**src/design/ucd_pkg.sv**
```systemverilog
// Shared types and constants of the undirected cycle detector
package ucd_pkg;

  localparam int FIELD_W  = 10;
  localparam int ACTION_W = 2;
  localparam int IN_W     = 32;
  localparam int OUT_W    = 8;

  localparam logic [ACTION_W-1:0] ACT_BEGIN  = 2'd0;
  localparam logic [ACTION_W-1:0] ACT_EDGE   = 2'd1;
  localparam logic [ACTION_W-1:0] ACT_FINISH = 2'd2;

  typedef struct packed {
    logic latch_in;
    logic load_begin;
    logic clr_init;
    logic clr_write;
    logic edge_drop;
    logic edge_rd_a;
    logic edge_wr_a;
    logic edge_rd_b;
    logic edge_wr_b;
    logic root_init;
    logic root_rd;
    logic root_start;
    logic root_next;
    logic slot_rd;
    logic vis_rd;
    logic decide;
    logic pop;
    logic pop_load;
    logic out_load;
  } ucd_cmd_t;

  typedef struct packed {
    logic clr_last;
    logic edge_ok;
    logic root_done;
    logic root_visited;
    logic slot_end;
    logic depth_one;
    logic cycle_found;
    logic out_full;
  } ucd_stat_t;

endpackage

```
**src/design/ucd_ctrl.sv**
```systemverilog
// Controller state machine of the undirected cycle detector
module ucd_ctrl (
  input  logic                         clk,
  input  logic                         rst,
  input  logic                         in_valid,
  input  logic [ucd_pkg::ACTION_W-1:0] in_action,
  output logic                         in_ready,
  input  ucd_pkg::ucd_stat_t           stat,
  output ucd_pkg::ucd_cmd_t            cmd
);

  localparam logic [3:0] S_CLR    = 4'd0;
  localparam logic [3:0] S_IDLE   = 4'd1;
  localparam logic [3:0] S_EA_RD  = 4'd2;
  localparam logic [3:0] S_EA_WR  = 4'd3;
  localparam logic [3:0] S_EB_RD  = 4'd4;
  localparam logic [3:0] S_EB_WR  = 4'd5;
  localparam logic [3:0] S_R_RD   = 4'd6;
  localparam logic [3:0] S_R_CHK  = 4'd7;
  localparam logic [3:0] S_W_SLOT = 4'd8;
  localparam logic [3:0] S_W_VIS  = 4'd9;
  localparam logic [3:0] S_W_DEC  = 4'd10;
  localparam logic [3:0] S_W_POP  = 4'd11;
  localparam logic [3:0] S_OUT    = 4'd12;

  logic [3:0] state;
  logic [3:0] state_next;
  logic       accept;

  assign in_ready = (state == S_IDLE);
  assign accept   = in_valid && in_ready;

  always_ff @(posedge clk) begin
    if (rst) begin
      state <= S_CLR;
    end else begin
      state <= state_next;
    end
  end

  always_comb begin
    cmd        = '0;
    state_next = state;
    cmd.latch_in = accept;
    unique case (state)
      S_CLR: begin
        cmd.clr_write = 1'b1;
        if (stat.clr_last) state_next = S_IDLE;
      end
      S_IDLE: begin
        if (accept) begin
          unique case (in_action)
            ucd_pkg::ACT_BEGIN: begin
              cmd.load_begin = 1'b1;
              cmd.clr_init   = 1'b1;
              state_next     = S_CLR;
            end
            ucd_pkg::ACT_EDGE: state_next = S_EA_RD;
            ucd_pkg::ACT_FINISH: begin
              cmd.root_init = 1'b1;
              state_next    = S_R_RD;
            end
            default: state_next = S_IDLE;
          endcase
        end
      end
      S_EA_RD: begin
        if (stat.edge_ok) begin
          cmd.edge_rd_a = 1'b1;
          state_next    = S_EA_WR;
        end else begin
          cmd.edge_drop = 1'b1;
          state_next    = S_IDLE;
        end
      end
      S_EA_WR: begin
        cmd.edge_wr_a = 1'b1;
        state_next    = S_EB_RD;
      end
      S_EB_RD: begin
        cmd.edge_rd_b = 1'b1;
        state_next    = S_EB_WR;
      end
      S_EB_WR: begin
        cmd.edge_wr_b = 1'b1;
        state_next    = S_IDLE;
      end
      S_R_RD: begin
        if (stat.root_done) begin
          state_next = S_OUT;
        end else begin
          cmd.root_rd = 1'b1;
          state_next  = S_R_CHK;
        end
      end
      S_R_CHK: begin
        if (stat.root_visited) begin
          cmd.root_next = 1'b1;
          state_next    = S_R_RD;
        end else begin
          cmd.root_start = 1'b1;
          state_next     = S_W_SLOT;
        end
      end
      S_W_SLOT: begin
        if (stat.cycle_found) begin
          state_next = S_R_RD;
        end else if (stat.slot_end) begin
          cmd.pop = 1'b1;
          if (stat.depth_one) begin
            cmd.root_next = 1'b1;
            state_next    = S_R_RD;
          end else begin
            state_next = S_W_POP;
          end
        end else begin
          cmd.slot_rd = 1'b1;
          state_next  = S_W_VIS;
        end
      end
      S_W_VIS: begin
        cmd.vis_rd = 1'b1;
        state_next = S_W_DEC;
      end
      S_W_DEC: begin
        cmd.decide = 1'b1;
        state_next = S_W_SLOT;
      end
      S_W_POP: begin
        cmd.pop_load = 1'b1;
        state_next   = S_W_SLOT;
      end
      S_OUT: begin
        if (!stat.out_full) begin
          cmd.out_load = 1'b1;
          state_next   = S_IDLE;
        end
      end
      default: state_next = S_CLR;
    endcase
  end

endmodule

```
**config.mk**
```make
export PLATFORM = sky130hd
export DESIGN_NAME = ucd_ctrl
export DESIGN_NICKNAME = d
export VERILOG_FILES = /design/src/design/ucd_pkg.sv /design/src/design/ucd_ctrl.sv
export SDC_FILE = /design/constraint.sdc
export NUM_CORES = 1
export LEC_CHECK = 0
export ABC_AREA = 1
export BUFFER_PORTS_ARGS = -buffer_cell sky130_fd_sc_hd__clkbuf_2
export CAP_MARGIN = 5
export CORE_MARGIN = 2
export CORE_UTILIZATION = 42
export DETAILED_ROUTE_END_ITERATION = 16
export GPL_TIMING_DRIVEN = 0
export PLACE_DENSITY = 0.84
export SLEW_MARGIN = 15
export SYNTH_ARGS = -nofsm -noshare
export SYNTH_HDL_FRONTEND = slang
export SYNTH_SLANG_ARGS = --single-unit
```
**constraint.sdc**
```tcl
create_clock -name clk -period 1.3 [get_ports clk]
set_input_delay 0.065 -clock clk [delete_from_list [all_inputs] [get_ports clk]]
set_output_delay 0.065 -clock clk [all_outputs]
set_load 0.01 [all_outputs]
```
* Yosys cells after proc, flatten, opt, wreduce, memory -nomap -nowiden *
Cells that the tools add are included.

cells by class
  eq/ne operators = 17
  muxes and demuxes = 43
  reductions and logical operators = 5

operators with widths
  kind                  count
  $pmux W4 S12          1
  $mux W4               8
  $mux W1               26
  $eq A4 B4 Y1 const B  5
  $eq A4 B3 Y1 const B  4
  $mux W2               6
  $pmux W3 S3           1
  $eq A4 B2 Y1 const B  2
  $eq A4 B1 Y1 const B  1
  $logic_not A4 Y1      1
  $ne A2 B2 Y1 const B  2
  $reduce_and A3 Y1     1
  $eq A2 B1 Y1 const B  1
  $eq A2 B2 Y1 const B  1
  $logic_not A2 Y1      1
  $ne A2 B1 Y1 const B  1
  $pmux W1 S2           1
  $reduce_or A2 Y1      1
  $logic_and A1 B1 Y1   1

word-level totals
  bits in registers = 4
  bits of input ports = 13
  output and inout port bits = 20

* Logic depth before layout (Yosys ltp) *
  depth in word-level cells = 4
  depth in mapped cells = 10
  mapped depth without buffers = 9

* Least setup slack after synthesis *
OpenSTA, ideal clock, no wires.

  path type = register -> output
  start point = register state[3]
  end point = output cmd[6] (netlist name)
  data arrival time = 1.116 ns
  path slack = 0.119 ns
  stages on the path, launching flop included = 7
  buffers on the path = 0
  path through = dfxtp_1 > nand2_1 > nor2_1 > nand2_1 > nor2_1 > nand2_1 > nand2_1

RTL lines
  item                    line            text
  start, declared         ucd_ctrl.sv:26  logic [3:0] state;
  start signal, assigned  ucd_ctrl.sv:37  state <= state_next;
  end, declared           ucd_ctrl.sv:9   output ucd_pkg::ucd_cmd_t cmd

==> flow_summary_export.csv <==
group,metric,value,unit
detailed_routing,wl_per_cell,11.24,um
sta,skew,3.270,ps
synthesis,async_flop_share,0,%
critical_path,cpPeakStageDelay,380,ps
detailed_routing,final_antenna_net_count,0,
grt,grt_pass1_vias,663,
floorplanning,die_area,1712,sq um
critical_path,worstPathMaxFanout,6,
synthesis,ys_warn_count,0,
cells_and_area,syn_to_final_growth,59.49,%
clocking,insertion_delay,230,ps
sta,tns,-126.7,ps
critical_path,cp_slowest_cell,"dfxtp_4",
worst_hold_path,hp-class,"input port to flip-flop",
cells_and_area,fin_nets,166,
sta,timing.final.hold_violations,0,
clocking,htree_levels,1,
grt,track_usage,22.99,%
grt,gr-usage-met2,41.02,%
floorplanning,std_cell_rows,13,
critical_path,worstPathCellList,"nor2_4 > inv_4 > nor2_8 > and3_4 > buf_6 > buf_6",
synthesis,syn-cell-area,586.8,sq um
floorplanning,die-height,41.38,um
sta,rsz0062_at_grt,"yes",
detailed_routing,route.detailed.drc,0,
clocking,numCtsBuffers,3,
sta,period_minus_slack,1366,ps
sta,fin_crit_sh,105.1,%
detailed_routing,vias_per_cell,5.043,
sta,slew-limit-headroom,83.95,%
grt,gr-usage-met3,4.787,%
sta,tightestPinTransition,240.6,ps
floorplanning,die_w,41.38,um
pwr,p_per_area,675.2,nW/um^2
cells_and_area,largest_reg_flops,4,
detailed_routing,vias,822,
synthesis,ys_seq_area_share,13.65,%
grt,grt_pass1_wl,2587,um
clocking,postCtsHoldBufs,0,
clocking,max-clock-path-buffers,2,
cells_and_area,n_antenna_cell,0,
grt,antenna_found_initial,0,
critical_path,cp-end-kind,"output port",
synthesis,ys.flop_type,"dfxtp_1",
detailed_routing,drtPass1Iterations,4,
cells_and_area,fillers,117,
synthesis,synthTopCellsByArea,"nand2_1 16%, dfxtp_1 14%, nor2_1 12%",
critical_path,arrival,1300,ps
pwr,power,0.6319,mW
grt,busiest_layer,"met2",
pwr,ir_worst_vdd,0.7678,mV
sta,setup_slack,-65.85,ps
critical_path,critical_path_class,"flip-flop to output port",
pwr,power.leakage,0.5541,nW
synthesis,synth_top_area_cell,"nand2_1",
place,post-dp-hpwl,1235,um
synthesis,synth_cell_types,23,
grt,overflow,0,
place,gp_congestion,0.8684,
sta,setup_viol,4,
clocking,cts_sinks,4,
clocking,tritoncts,"built",
outcome,status,"complete, but fails checks",
grt,grt_use_met1,27.44,%
clocking,clock-root-buffer,"clkbuf_4",
synthesis,syn_avg_cell_area,5.589,sq um
critical_path,cp.required,1240,ps
synthesis,post-synth-top-count-cell,"nand2_1",
outcome,violations,"negative setup slack",
critical_path,cp_common_cell,"buf_6",
cells_and_area,top_register,"state",
grt,grt_start_max_net_pins,9,
synthesis,ys_seq_elements,4,
cells_and_area,multi_input_area,457.9,sq um
detailed_routing,drt_iter0_drc,34,
cells_and_area,drive_gt1_share,52.70,%
floorplanning,start_util,45.10,%
critical_path,start_kind,"flip-flop",
floorplanning,core_area,1301,sq um
synthesis,yosys.area.top_type_share,15.99,%
synthesis,synth_edf_count,0,
run,drv_cap,0,
cells_and_area,reg.largest.list,"state (4)",
synthesis,netlist_instances,105,
synthesis,syn_nets,121,
synthesis,yosys-top-cells-count,"25 x nand2_1, 19 x nor2_1, 15 x inv_1",
cells_and_area,regArea,95.09,sq um
floorplanning,num_io_pins,33,
clocking,clk_pin_slew,40,ps
detailed_routing,wirelength,1832,um
sta,drv_slew,0,
place,portBuffers,32,
sta,max_freq,732.1,MHz
through the flow:
step	hold slack [ps]	instances	utilization [%]	setup slack (ps)	instance area, sq um
floorplan	134.1	105	-	118.6	586.8
global placement	281.9	152	58.85	4.972	765.7
detailed placement	280.5	152	58.85	-18.89	765.7
CTS	31.67	163	68.94	-55.87	897.1
global route	43.69	163	71.92	-113.4	935.9
finish	33.59	163	71.92	-65.85	935.9
layer usage:
layer,part of all wire (%),vias up
li1,-,409
met1,41,353
met2,48,50
met3,8.6,10
met4,2.1,0
met5,0,-
power by group:
group,switching [mW],internal (mW),leakage [nW],total (mW)
registers,0.0263,0.132,0.0355,0.158
clock network,0.0462,0.103,0.0138,0.149
logic,0.181,0.143,0.505,0.324
total,0.254,0.378,0.554,0.632
layout by cell type, fill, tap and decap left out, types with 2 or more instances in the layout:
cell and count:
a21oi_1 2, buf_2 4, buf_4 9, buf_6 3, clkbuf_2 27, clkbuf_4 3
dfxtp_4 4, ha_1 3, inv_1 14, inv_2 3, inv_4 2, nand2_1 22
nand2_2 4, nand2_4 3, nand3_1 6, nor2_1 15, nor2_2 8, nor2_4 4
nor3_1 2, o21ai_1 2
cell families (layout without fill, tap and decap cells):
kind of cell / Yosys count / count (layout) / synth area share [%]
adders and majority gates: 3 / 3 / 6.397
DFF: 4 / 4 / 13.65
AOI/OAI and AO/OA: 6 / 6 / 5.757
buffers and inverters: 23 / 66 / 17.05
and+or+nand+nor: 69 / 69 / 57.14
worst paths after layout:
path | start | end | slack [ps] | depth (start not counted)
hold / removal | rst | state[2] | 30 | 2
setup / recovery | state[3] | cmd[17] | -70 | 6
hold reg to reg | state[3] | state[2] | 650 | 2
setup reg to reg | state[0] | state[2] | 0 | 11
area by class of cell:
cell class,instances,share of cell area [%]
sequential,4,10.16
multi-input combinational,78,48.93
tap,15,2.005
buffer,1,1.203
clock buffer,3,2.406
timing repair buffer,42,26.20
inverter,20,9.091
critical path: cells and delay by family, from the launching register on:
kind	cells	cell delay [ps]
simple gates	3	450
flops	1	380
buf+inv	3	230
timing repair:
item	4_1_cts	5_1_grt
gates resized for setup	17	15
setup buffers	10	0
endpoints found under the setup margin	14	14
pin swaps	8	6
Note: power is estimated with default switching activity, not from simulation.
